==> src/hw/rtl/tld_pkg.sv <==
// Shared types, codes and helpers of the tty line discipline core.
// No dependencies; imported by every module of the block.
`default_nettype none

package tld_pkg;

	// Buffer sizing: line store and cooked ring have the same depth
	localparam int BUF_DEPTH = 256;
	localparam int PTR_W     = $clog2(BUF_DEPTH);
	localparam logic [PTR_W-1:0] LEN_MAX = PTR_W'(BUF_DEPTH - 1);

	// Command queue between front and back (power of two)
	localparam int QUEUE_DEPTH = 2;
	localparam int QPTR_W      = $clog2(QUEUE_DEPTH);

	// Configuration register indexes
	localparam int CFG_IDX_W = 4;
	localparam logic [CFG_IDX_W-1:0] CFG_MAP_CR   = 4'd0;
	localparam logic [CFG_IDX_W-1:0] CFG_CANON    = 4'd1;
	localparam logic [CFG_IDX_W-1:0] CFG_ECHO     = 4'd2;
	localparam logic [CFG_IDX_W-1:0] CFG_ADD_CR   = 4'd3;

	// Characters
	localparam logic [7:0] CH_DEL = 8'd127;
	localparam logic [7:0] CH_LF  = 8'd10;
	localparam logic [7:0] CH_CR  = 8'd13;

	// Input operations
	localparam logic [1:0] OP_RECV  = 2'd0;
	localparam logic [1:0] OP_READ  = 2'd1;
	localparam logic [1:0] OP_WRITE = 2'd2;

	// Result kinds
	localparam logic [2:0] KIND_NONE       = 3'd0;
	localparam logic [2:0] KIND_ECHO       = 3'd1;
	localparam logic [2:0] KIND_ERASE      = 3'd2;
	localparam logic [2:0] KIND_OUTPUT     = 3'd3;
	localparam logic [2:0] KIND_READ_BYTE  = 3'd4;
	localparam logic [2:0] KIND_READ_EMPTY = 3'd5;

	// Classified commands handed from front to back
	localparam logic [2:0] CMD_RAW    = 3'd0;
	localparam logic [2:0] CMD_ERASE  = 3'd1;
	localparam logic [2:0] CMD_APPEND = 3'd2;
	localparam logic [2:0] CMD_READ   = 3'd3;
	localparam logic [2:0] CMD_WRITE  = 3'd4;
	localparam logic [2:0] CMD_CRLF   = 3'd5;

	typedef struct packed {
		logic [1:0] op;
		logic [7:0] data_byte;
	} tld_in_t;

	typedef struct packed {
		logic [2:0] kind;
		logic [7:0] out_byte;
		logic       line_end;
		logic       reader_wake;
		logic       last;
	} tld_out_t;

	typedef struct packed {
		logic map_cr_to_lf;
		logic canonical_mode;
		logic echo_enable;
		logic add_cr_on_output;
	} tld_cfg_t;

	typedef struct packed {
		logic [2:0] op;
		logic [7:0] data_byte;
		logic [2:0] echo_kind;
		logic       canon;
	} tld_cmd_t;

	// Advance a buffer pointer with wrap at BUF_DEPTH
	function automatic logic [PTR_W-1:0] ptr_inc(input logic [PTR_W-1:0] p);
		ptr_inc = (p == LEN_MAX) ? '0 : p + PTR_W'(1);
	endfunction

endpackage

`default_nettype wire

==> src/hw/rtl/tld_front.sv <==
// Front end: accepts input beats, maps CR, classifies them into commands.
// Depends on tld_pkg.
`default_nettype none

module tld_front import tld_pkg::*; (
	input  wire logic     clk,
	input  wire logic     arst_n,
	input  wire tld_cfg_t cfg,
	input  wire logic     item_valid,
	output logic          item_ready,
	input  wire tld_in_t  item,
	output logic          cmd_valid,
	input  wire logic     cmd_ready,
	output tld_cmd_t      cmd
);

	logic       valid_s1;
	tld_cmd_t   cmd_s1;
	tld_cmd_t   cmd_d;
	logic       keep;
	logic [7:0] rx_byte;

	assign item_ready = !valid_s1 || cmd_ready;
	assign cmd_valid  = valid_s1;
	assign cmd        = cmd_s1;

	// Map CR on receive
	assign rx_byte = (cfg.map_cr_to_lf && item.data_byte == CH_CR) ? CH_LF : item.data_byte;

	// Classify the beat
	always_comb begin
		cmd_d           = '0;
		cmd_d.data_byte = item.data_byte;
		cmd_d.canon     = cfg.canonical_mode;
		keep            = 1'b1;
		case (item.op)
			OP_RECV: begin
				cmd_d.data_byte = rx_byte;
				if (!cfg.canonical_mode) begin
					cmd_d.op = CMD_RAW;
					if (!cfg.echo_enable) begin
						cmd_d.echo_kind = KIND_NONE;
					end else if (rx_byte == CH_DEL) begin
						cmd_d.echo_kind = KIND_ERASE;
					end else begin
						cmd_d.echo_kind = KIND_ECHO;
					end
				end else if (rx_byte == CH_DEL) begin
					cmd_d.op        = CMD_ERASE;
					cmd_d.echo_kind = cfg.echo_enable ? KIND_ERASE : KIND_NONE;
				end else begin
					cmd_d.op        = CMD_APPEND;
					cmd_d.echo_kind = cfg.echo_enable ? KIND_ECHO : KIND_NONE;
				end
			end
			OP_READ: begin
				cmd_d.op = CMD_READ;
			end
			OP_WRITE: begin
				cmd_d.op = (cfg.add_cr_on_output && item.data_byte == CH_LF) ? CMD_CRLF
					: CMD_WRITE;
			end
			default: begin
				keep = 1'b0;
			end
		endcase
	end

	// Hold the classified command until the queue takes it
	always_ff @(posedge clk or negedge arst_n) begin
		if (!arst_n) begin
			valid_s1 <= 1'b0;
		end else if (item_ready) begin
			valid_s1 <= item_valid && keep;
		end
	end

	always_ff @(posedge clk) begin
		if (item_ready && item_valid) begin
			cmd_s1 <= cmd_d;
		end
	end

endmodule

`default_nettype wire

==> src/hw/rtl/tld_queue.sv <==
// Short command queue that decouples the front end from the back end.
// Depends on tld_pkg.
`default_nettype none

module tld_queue import tld_pkg::*; (
	input  wire logic     clk,
	input  wire logic     arst_n,
	input  wire logic     push_valid,
	output logic          push_ready,
	input  wire tld_cmd_t push_cmd,
	output logic          pop_valid,
	input  wire logic     pop,
	output tld_cmd_t      pop_cmd
);

	tld_cmd_t          entry_q [QUEUE_DEPTH];
	logic [QPTR_W-1:0] wr_ptr_q;
	logic [QPTR_W-1:0] rd_ptr_q;
	logic [QPTR_W:0]   count_q;
	logic              do_push;
	logic              do_pop;

	assign push_ready = count_q != (QPTR_W+1)'(QUEUE_DEPTH);
	assign pop_valid  = count_q != '0;
	assign pop_cmd    = entry_q[rd_ptr_q];
	assign do_push    = push_valid && push_ready;
	assign do_pop     = pop && pop_valid;

	// Advance pointers and occupancy
	always_ff @(posedge clk or negedge arst_n) begin
		if (!arst_n) begin
			wr_ptr_q <= '0;
			rd_ptr_q <= '0;
			count_q  <= '0;
		end else begin
			if (do_push) begin
				wr_ptr_q <= wr_ptr_q + QPTR_W'(1);
			end
			if (do_pop) begin
				rd_ptr_q <= rd_ptr_q + QPTR_W'(1);
			end
			if (do_push && !do_pop) begin
				count_q <= count_q + (QPTR_W+1)'(1);
			end else if (do_pop && !do_push) begin
				count_q <= count_q - (QPTR_W+1)'(1);
			end
		end
	end

	always_ff @(posedge clk) begin
		if (do_push) begin
			entry_q[wr_ptr_q] <= push_cmd;
		end
	end

endmodule

`default_nettype wire

==> src/hw/rtl/tld_back.sv <==
// Back end: line store, cooked ring, line release copy and result register.
// Depends on tld_pkg.
`default_nettype none

module tld_back import tld_pkg::*; (
	input  wire logic     clk,
	input  wire logic     arst_n,
	input  wire logic     cmd_valid,
	output logic          cmd_pop,
	input  wire tld_cmd_t cmd,
	output logic          result_valid,
	input  wire logic     result_ready,
	output tld_out_t      result
);

	localparam logic [2:0] ST_IDLE   = 3'd0;
	localparam logic [2:0] ST_COPY   = 3'd1;
	localparam logic [2:0] ST_WAKE   = 3'd2;
	localparam logic [2:0] ST_RDWAIT = 3'd3;
	localparam logic [2:0] ST_RDOUT  = 3'd4;
	localparam logic [2:0] ST_LF     = 3'd5;

	logic [7:0]       ring_mem [BUF_DEPTH];
	logic [7:0]       line_mem [BUF_DEPTH];

	logic [2:0]       state_q, state_d;
	logic [PTR_W-1:0] head_q, head_d;
	logic [PTR_W-1:0] tail_q, tail_d;
	logic [PTR_W-1:0] len_q, len_d;
	logic [PTR_W-1:0] cnt_q, cnt_d;
	logic [PTR_W-1:0] total_q, total_d;
	logic             rd_pend_q, rd_pend_d;
	logic [2:0]       echo_q, echo_d;
	logic             canon_q, canon_d;
	logic [7:0]       ring_rd_q;
	logic [7:0]       line_rd_q;
	logic             res_valid_q;
	tld_out_t         res_q, res_d;
	logic             res_load;

	logic             ring_we, ring_re, line_we, line_re;
	logic [7:0]       ring_wd;
	logic [PTR_W-1:0] head_nx, tail_nx;
	logic             ring_full, ring_empty, out_free;

	assign head_nx    = ptr_inc(head_q);
	assign tail_nx    = ptr_inc(tail_q);
	assign ring_full  = head_nx == tail_q;
	assign ring_empty = head_q == tail_q;
	assign out_free   = !res_valid_q || result_ready;
	assign cmd_pop    = (state_q == ST_IDLE) && cmd_valid && out_free;

	assign result_valid = res_valid_q;
	assign result       = res_q;

	// Sequence commands and the line release copy
	always_comb begin
		state_d   = state_q;
		head_d    = head_q;
		tail_d    = tail_q;
		len_d     = len_q;
		cnt_d     = cnt_q;
		total_d   = total_q;
		rd_pend_d = 1'b0;
		echo_d    = echo_q;
		canon_d   = canon_q;
		ring_we   = 1'b0;
		ring_wd   = cmd.data_byte;
		ring_re   = 1'b0;
		line_we   = 1'b0;
		line_re   = 1'b0;
		res_load  = 1'b0;
		res_d     = '0;
		res_d.last = 1'b1;
		case (state_q)
			ST_IDLE: begin
				if (cmd_pop) begin
					res_d.kind     = cmd.echo_kind;
					res_d.out_byte = (cmd.echo_kind == KIND_ECHO) ? cmd.data_byte : 8'h00;
					case (cmd.op)
						CMD_RAW: begin
							if (!ring_full) begin
								ring_we = 1'b1;
								head_d  = head_nx;
							end
							res_d.reader_wake = 1'b1;
							res_load          = 1'b1;
						end
						CMD_ERASE: begin
							if (len_q != '0) begin
								len_d    = len_q - PTR_W'(1);
								res_load = cmd.echo_kind != KIND_NONE;
							end
						end
						CMD_APPEND: begin
							if (len_q == LEN_MAX) begin
								len_d    = '0;
								res_load = cmd.echo_kind != KIND_NONE;
							end else if (cmd.data_byte == CH_LF) begin
								line_we = 1'b1;
								len_d   = '0;
								total_d = len_q + PTR_W'(1);
								cnt_d   = '0;
								echo_d  = cmd.echo_kind;
								state_d = ST_COPY;
							end else begin
								line_we  = 1'b1;
								len_d    = len_q + PTR_W'(1);
								res_load = cmd.echo_kind != KIND_NONE;
							end
						end
						CMD_READ: begin
							if (ring_empty) begin
								res_d.kind     = KIND_READ_EMPTY;
								res_d.out_byte = 8'h00;
								res_load       = 1'b1;
							end else begin
								ring_re = 1'b1;
								tail_d  = tail_nx;
								canon_d = cmd.canon;
								state_d = ST_RDWAIT;
							end
						end
						CMD_WRITE: begin
							res_d.kind     = KIND_OUTPUT;
							res_d.out_byte = cmd.data_byte;
							res_load       = 1'b1;
						end
						CMD_CRLF: begin
							res_d.kind     = KIND_OUTPUT;
							res_d.out_byte = CH_CR;
							res_d.last     = 1'b0;
							res_load       = 1'b1;
							state_d        = ST_LF;
						end
						default: begin
						end
					endcase
				end
			end
			ST_COPY: begin
				// One byte a cycle; drop the rest once the ring fills
				if (rd_pend_q && ring_full) begin
					state_d = ST_WAKE;
				end else begin
					if (rd_pend_q) begin
						ring_we = 1'b1;
						ring_wd = line_rd_q;
						head_d  = head_nx;
					end
					if (cnt_q != total_q) begin
						line_re   = 1'b1;
						cnt_d     = cnt_q + PTR_W'(1);
						rd_pend_d = 1'b1;
					end else if (!rd_pend_q) begin
						state_d = ST_WAKE;
					end
				end
			end
			ST_WAKE: begin
				if (out_free) begin
					res_d.kind        = echo_q;
					res_d.out_byte    = (echo_q == KIND_ECHO) ? CH_LF : 8'h00;
					res_d.reader_wake = 1'b1;
					res_load          = 1'b1;
					state_d           = ST_IDLE;
				end
			end
			ST_RDWAIT: begin
				state_d = ST_RDOUT;
			end
			ST_RDOUT: begin
				if (out_free) begin
					res_d.kind     = KIND_READ_BYTE;
					res_d.out_byte = ring_rd_q;
					res_d.line_end = canon_q && (ring_rd_q == CH_LF);
					res_load       = 1'b1;
					state_d        = ST_IDLE;
				end
			end
			ST_LF: begin
				if (out_free) begin
					res_d.kind     = KIND_OUTPUT;
					res_d.out_byte = CH_LF;
					res_load       = 1'b1;
					state_d        = ST_IDLE;
				end
			end
			default: begin
				state_d = ST_IDLE;
			end
		endcase
	end

	// Control registers
	always_ff @(posedge clk or negedge arst_n) begin
		if (!arst_n) begin
			state_q     <= ST_IDLE;
			head_q      <= '0;
			tail_q      <= '0;
			len_q       <= '0;
			cnt_q       <= '0;
			total_q     <= '0;
			rd_pend_q   <= 1'b0;
			echo_q      <= KIND_NONE;
			canon_q     <= 1'b0;
			res_valid_q <= 1'b0;
		end else begin
			state_q   <= state_d;
			head_q    <= head_d;
			tail_q    <= tail_d;
			len_q     <= len_d;
			cnt_q     <= cnt_d;
			total_q   <= total_d;
			rd_pend_q <= rd_pend_d;
			echo_q    <= echo_d;
			canon_q   <= canon_d;
			if (res_load) begin
				res_valid_q <= 1'b1;
			end else if (result_ready) begin
				res_valid_q <= 1'b0;
			end
		end
	end

	// Result payload
	always_ff @(posedge clk) begin
		if (res_load) begin
			res_q <= res_d;
		end
	end

	// Cooked ring: write at head, registered read at tail
	always_ff @(posedge clk) begin
		if (ring_we) begin
			ring_mem[head_q] <= ring_wd;
		end
		if (ring_re) begin
			ring_rd_q <= ring_mem[tail_q];
		end
	end

	// Line store: write at line length, registered read at copy index
	always_ff @(posedge clk) begin
		if (line_we) begin
			line_mem[len_q] <= cmd.data_byte;
		end
		if (line_re) begin
			line_rd_q <= line_mem[cnt_q];
		end
	end

endmodule

`default_nettype wire

==> src/hw/rtl/tty_line_discipline_core.sv <==
// Results pass the front register, a queue entry and the result register, a read with data
// also the ring read and RDWAIT; a canonical line feed copies the line (with LF) one byte a
// cycle. Throughput: one beat a cycle for echo, erase and write beats while results are taken;
// reads with data and line feeds hold the back end. CR+LF writes give two consecutive results.
// Reset (arst_n low): ring and line empty, all four mode bits set; buffers are not cleared.
`default_nettype none

module tty_line_discipline_core import tld_pkg::*; (
	input  wire logic                 clk,
	input  wire logic                 arst_n,
	input  wire logic                 item_valid,
	output logic                      item_ready,
	input  wire tld_in_t              item,
	output logic                      result_valid,
	input  wire logic                 result_ready,
	output tld_out_t                  result,
	input  wire logic                 cfg_valid,
	output logic                      cfg_ready,
	input  wire logic [CFG_IDX_W-1:0] cfg_index,
	input  wire logic                 cfg_data
);

	tld_cfg_t cfg_q;
	logic     fe_valid, fe_ready;
	tld_cmd_t fe_cmd;
	logic     q_valid, q_pop;
	tld_cmd_t q_cmd;

	assign cfg_ready = 1'b1;

	// Mode registers
	always_ff @(posedge clk or negedge arst_n) begin
		if (!arst_n) begin
			cfg_q <= '1;
		end else if (cfg_valid) begin
			case (cfg_index)
				CFG_MAP_CR: cfg_q.map_cr_to_lf     <= cfg_data;
				CFG_CANON:  cfg_q.canonical_mode   <= cfg_data;
				CFG_ECHO:   cfg_q.echo_enable      <= cfg_data;
				CFG_ADD_CR: cfg_q.add_cr_on_output <= cfg_data;
				default: begin
				end
			endcase
		end
	end

	tld_front u_front (
		.clk        (clk),
		.arst_n     (arst_n),
		.cfg        (cfg_q),
		.item_valid (item_valid),
		.item_ready (item_ready),
		.item       (item),
		.cmd_valid  (fe_valid),
		.cmd_ready  (fe_ready),
		.cmd        (fe_cmd)
	);

	tld_queue u_queue (
		.clk        (clk),
		.arst_n     (arst_n),
		.push_valid (fe_valid),
		.push_ready (fe_ready),
		.push_cmd   (fe_cmd),
		.pop_valid  (q_valid),
		.pop        (q_pop),
		.pop_cmd    (q_cmd)
	);

	tld_back u_back (
		.clk          (clk),
		.arst_n       (arst_n),
		.cmd_valid    (q_valid),
		.cmd_pop      (q_pop),
		.cmd          (q_cmd),
		.result_valid (result_valid),
		.result_ready (result_ready),
		.result       (result)
	);

endmodule

`default_nettype wire

==> config.mk <==
export PLATFORM = sky130hd
export DESIGN_NAME = tty_line_discipline_core
export DESIGN_NICKNAME = d
export VERILOG_FILES = /design/src/hw/rtl/tld_pkg.sv /design/src/hw/rtl/tld_front.sv /design/src/hw/rtl/tld_queue.sv /design/src/hw/rtl/tld_back.sv /design/src/hw/rtl/tty_line_discipline_core.sv
export SDC_FILE = /design/constraint.sdc
export NUM_CORES = 2
export LEC_CHECK = 0
export ABC_AREA = 1
export BUFFER_PORTS_ARGS = -buffer_cell sky130_fd_sc_hd__clkbuf_2
export CELL_PAD_IN_SITES_DETAIL_PLACEMENT = 0
export CELL_PAD_IN_SITES_GLOBAL_PLACEMENT = 1
export CORE_UTILIZATION = 30
export CTS_BUF_LIST = sky130_fd_sc_hd__clkbuf_16
export CTS_CLUSTER_DIAMETER = 40
export DETAILED_ROUTE_END_ITERATION = 8
export PLACE_DENSITY_LB_ADDON = 0.1
export SYNTH_ARGS = -nofsm -noshare
export SYNTH_HDL_FRONTEND = slang
export SYNTH_HIERARCHICAL = 1
export SYNTH_MEMORY_MAX_BITS = 65536
export SYNTH_SLANG_ARGS = --single-unit
==> constraint.sdc <==
create_clock -name clk -period 19.13 [get_ports clk]
set_input_delay 4.7825 -clock clk [delete_from_list [all_inputs] [get_ports clk]]
set_output_delay 4.7825 -clock clk [all_outputs]
set_load 0.1 [all_outputs]
==> flow_metrics.tcl <==
set metrics [dict create \
    holdBufCountCts 0 \
    grt_overflow_total 0 \
    globalRouteTotalUtil_pct 20.6 \
    path_delay_family "simple AND/OR/NAND/NOR gates" \
    clockPowerShare_pct 35.2 \
    row_count 276 \
    cts_inserted_buffers 636 \
    fillers 55158 \
    cpMostUsedCell "nor2_1" \
    synthCells 13797 \
    drive_above_1_share_pct 10.2 \
    grt_pass1_vias 115461 \
    fin_total_pwr_mw 33.1 \
    hold_viol 0 \
    reg2reg_depth 12 \
    ys.warnings.count 6 \
    cts_htree_levels 6 \
    rsz0062_at_grt "false" \
    pwr-share-seq_pct 36.0 \
    maxCapViolCount 0 \
    synthTopCellsByArea "edfxtp_1 73%, nor2_1 7.0%, o21ai_0 6.3%, nand2_1 2.4%, o211ai_1 2.2%" \
    vias 112383 \
    drc 0 \
    cts_resized 0 \
    syn2layout_area_growth_pct 17.2 \
    layout_common_cells "4170 x edfxtp_1, 3194 x nor2_1, 2153 x o21ai_0" \
    post-route-util_pct 35.4 \
    final_nets 13777 \
    r2r_slack_ns 12.83 \
    critPathRequiredTime_ns 19.81 \
    start_util_pct 30.2 \
    hpwl_mm 359 \
    arrival_ns 9.05 \
    die_y_um 756 \
    worstHoldPathCells 0 \
    die_width_um 756 \
    critPathLaunchType "input port" \
    power_density_mw_per_mm2 166 \
    vdd_drop_max_v 0.000153 \
    skew_ns 0.0479 \
    worstHoldEndpoint "u_queue/entry_q[0][6]" \
    post_cts_buffers 0 \
    yosysTopAreaCellShare_pct 73.4 \
    relSlewSlack_pct 11.5 \
    grt_pass1_wl_mm 854 \
    setup_viol 0 \
    fp.coreArea_sq_mm 0.566 \
    synthArstFlopShare_pct 1.37 \
    synth_area_per_cell_sq_um 12.4 \
    yosysTopAreaCell "edfxtp_1" \
    reg2reg_to "u_back/ring_mem[54][5]" \
    worst_slew_pin_slew_ns 1.32 \
    grt_max_degree 201 \
    wire_per_inst_um 27.9 \
    post_synth_num_cell_types 50 \
    r2r_start "u_back/head_q[0]" \
    status "completed" \
    hp-start "u_front/cmd[6]" \
    cp_max_fo 16 \
    cell_internal_pwr_mw 20.8 \
    cts_tree "done" \
    ys_dominant_reg_cell "edfxtp_1" \
    cp_slowest_cell "nor2_1" \
    netlist_area_sq_mm 0.171 \
    routed_wl_mm 608 \
    synth-edff-count 4170 \
    crit_path_end_kind "flip-flop" \
    first_iter_violations 10334 \
    p_comb_share_pct 28.8 \
    ios 37 \
    clkLatencyLatePin_ns 1.07 \
    slew_viol_final 0 \
    via_per_inst 5.16 \
    portBuffers 35 \
    clk_pin_slew_worst_paths_ns 0.06 \
    dieArea_sq_mm 0.572 \
    root_buffer "clkbuf_16" \
    synth-seq-cells 4228 \
    min_period_ns 8.37 \
    final_antenna_net_count 0 \
    criticalPathCategory "input port to flip-flop" \
    p_leak_nw 64.9 \
    final_common_cell "edfxtp_1" \
    slowest_delay_ns 0.81 \
    antenna_found_initial 30 \
    critical_path_buf_inv_count 6 \
    hold_path.class "flip-flop to flip-flop" \
    tns_ns 0 \
    first_pass_iters 8 \
    crit_chain "clkbuf_2 -> nor2_1 -> inv_1 -> nand2_1 -> nor2_4 -> inv_1 -> nor2_1 -> inv_1 -> buf_4 -> nor2_1 -> inv_1 -> nor2_1 -> nand2_1 -> nor2_1" \
    p_sw_mw 12.4 \
    fmax_mhz 120 \
    yosysSeqAreaShare_pct 74.2 \
    finalCritPeriodShare_pct 43.7 \
    place.gp.congestion 0.847 \
    cts_num_sinks 4228 \
    clk_path_buf_depth 4 \
    switching_share_pct 37.3 \
]
-- worst max-delay path by stage --
stage / start / endpoint / slack (ns) / cells past startpoint
4_1_cts: result_ready / u_back/line_mem[214][2] / 10.75 / 14
3_5_place_dp: result_ready / u_back/line_mem[222][0] / 9.60 / 14
6_report: result_ready / u_back/line_mem[201][5] / 10.76 / 14
5_1_grt: result_ready / u_back/line_mem[221][2] / 10.58 / 14
3_3_place_gp: result_ready / u_back/line_mem[222][0] / 9.56 / 14
2_1_floorplan: u_back/head_q[0] / u_back/ring_mem[0][1] / 5.31 / 12
-- synthesized netlist by cell type (20+ instances only) --
cell type  number
a21oi_1       215
buf_1          59
buf_2         289
buf_4          30
clkbuf_1      560
dfrtp_1        54
edfxtp_1     4170
inv_1         195
nand2_1      1092
nand3_1       687
nand4_1        20
nor2_1       3201
nor2_2         44
o211ai_1      504
o21ai_0      2156
o22ai_1       331
xor2_1         22
-- flip-flops by register name, summed over array words and instances (netlist names), 2 cells and up --
signal	count
u_queue/entry_q	30
u_back/head_q	8
u_back/ring_rd_q	8
u_front/cmd	14
cfg_q	4
u_back/ring_mem	2048
u_back/line_mem	2048
u_back/len_q	8
u_back/state_q	3
u_back/tail_q	8
u_back/result	14
u_back/echo_q	3
u_back/cnt_q	8
u_queue/count_q	2
u_back/line_rd_q	8
u_back/total_q	8
-- layer usage --
metal | share of wire, % | up-vias | global-route usage (%)
met5 | 0.0076 | - | 0
met4 | 3.4 | 8 | 6.69
met3 | 4.7 | 947 | 2.69
met2 | 49 | 3463 | 35.6
met1 | 43 | 57794 | 26.8
li1 | - | 50171 | -
-- kinds of logic after synthesis --
family	share of synthesized area (%)
XOR/XNOR	0.153
flip-flops	74.2
AO/OA/AOI/OAI	10.5
buffers and inverters	2.94
adder cells (fa/ha/maj)	0.0806
multiplexers	0.0117
AND/OR/NAND/NOR	12.0
other	0.00660
-- final cells by class --
cell class / count / area, sq um / area share (%)
clock inverters: 517 / 5130 / 2.57
flip-flops and latches: 4228 / 127000 / 63.4
multi-input cells: 8405 / 39400 / 19.7
clock buffers: 657 / 16400 / 8.22
well taps: 7506 / 9390 / 4.70
inverters: 215 / 875 / 0.437
diodes: 10 / 25.0 / 0.0125
repair buffers: 260 / 2050 / 1.03
-- power by group through the flow --
stage	clock network (mW)	logic (mW)	registers [mW]
2_1_floorplan	0	4.84	12.7
3_3_place_gp	0	9.81	12.1
3_5_place_dp	0	9.69	12.1
4_1_cts	11.9	9.70	11.9
5_1_grt	12.3	10.2	11.9
6_report	11.7	9.52	11.9
-- per-stage QoR --
step	area [sq um]	cells	setup slack (ns)	hold WS [ns]
detailed placement	178000	20614	9.60	0.438
CTS	200000	21788	10.75	0.445
global placement	178000	20614	9.56	0.443
floorplan	171000	13804	5.31	0.421
global route	200000	21790	10.58	0.466
finish	200000	21798	10.76	0.440
(Power assumes the default switching activity.)
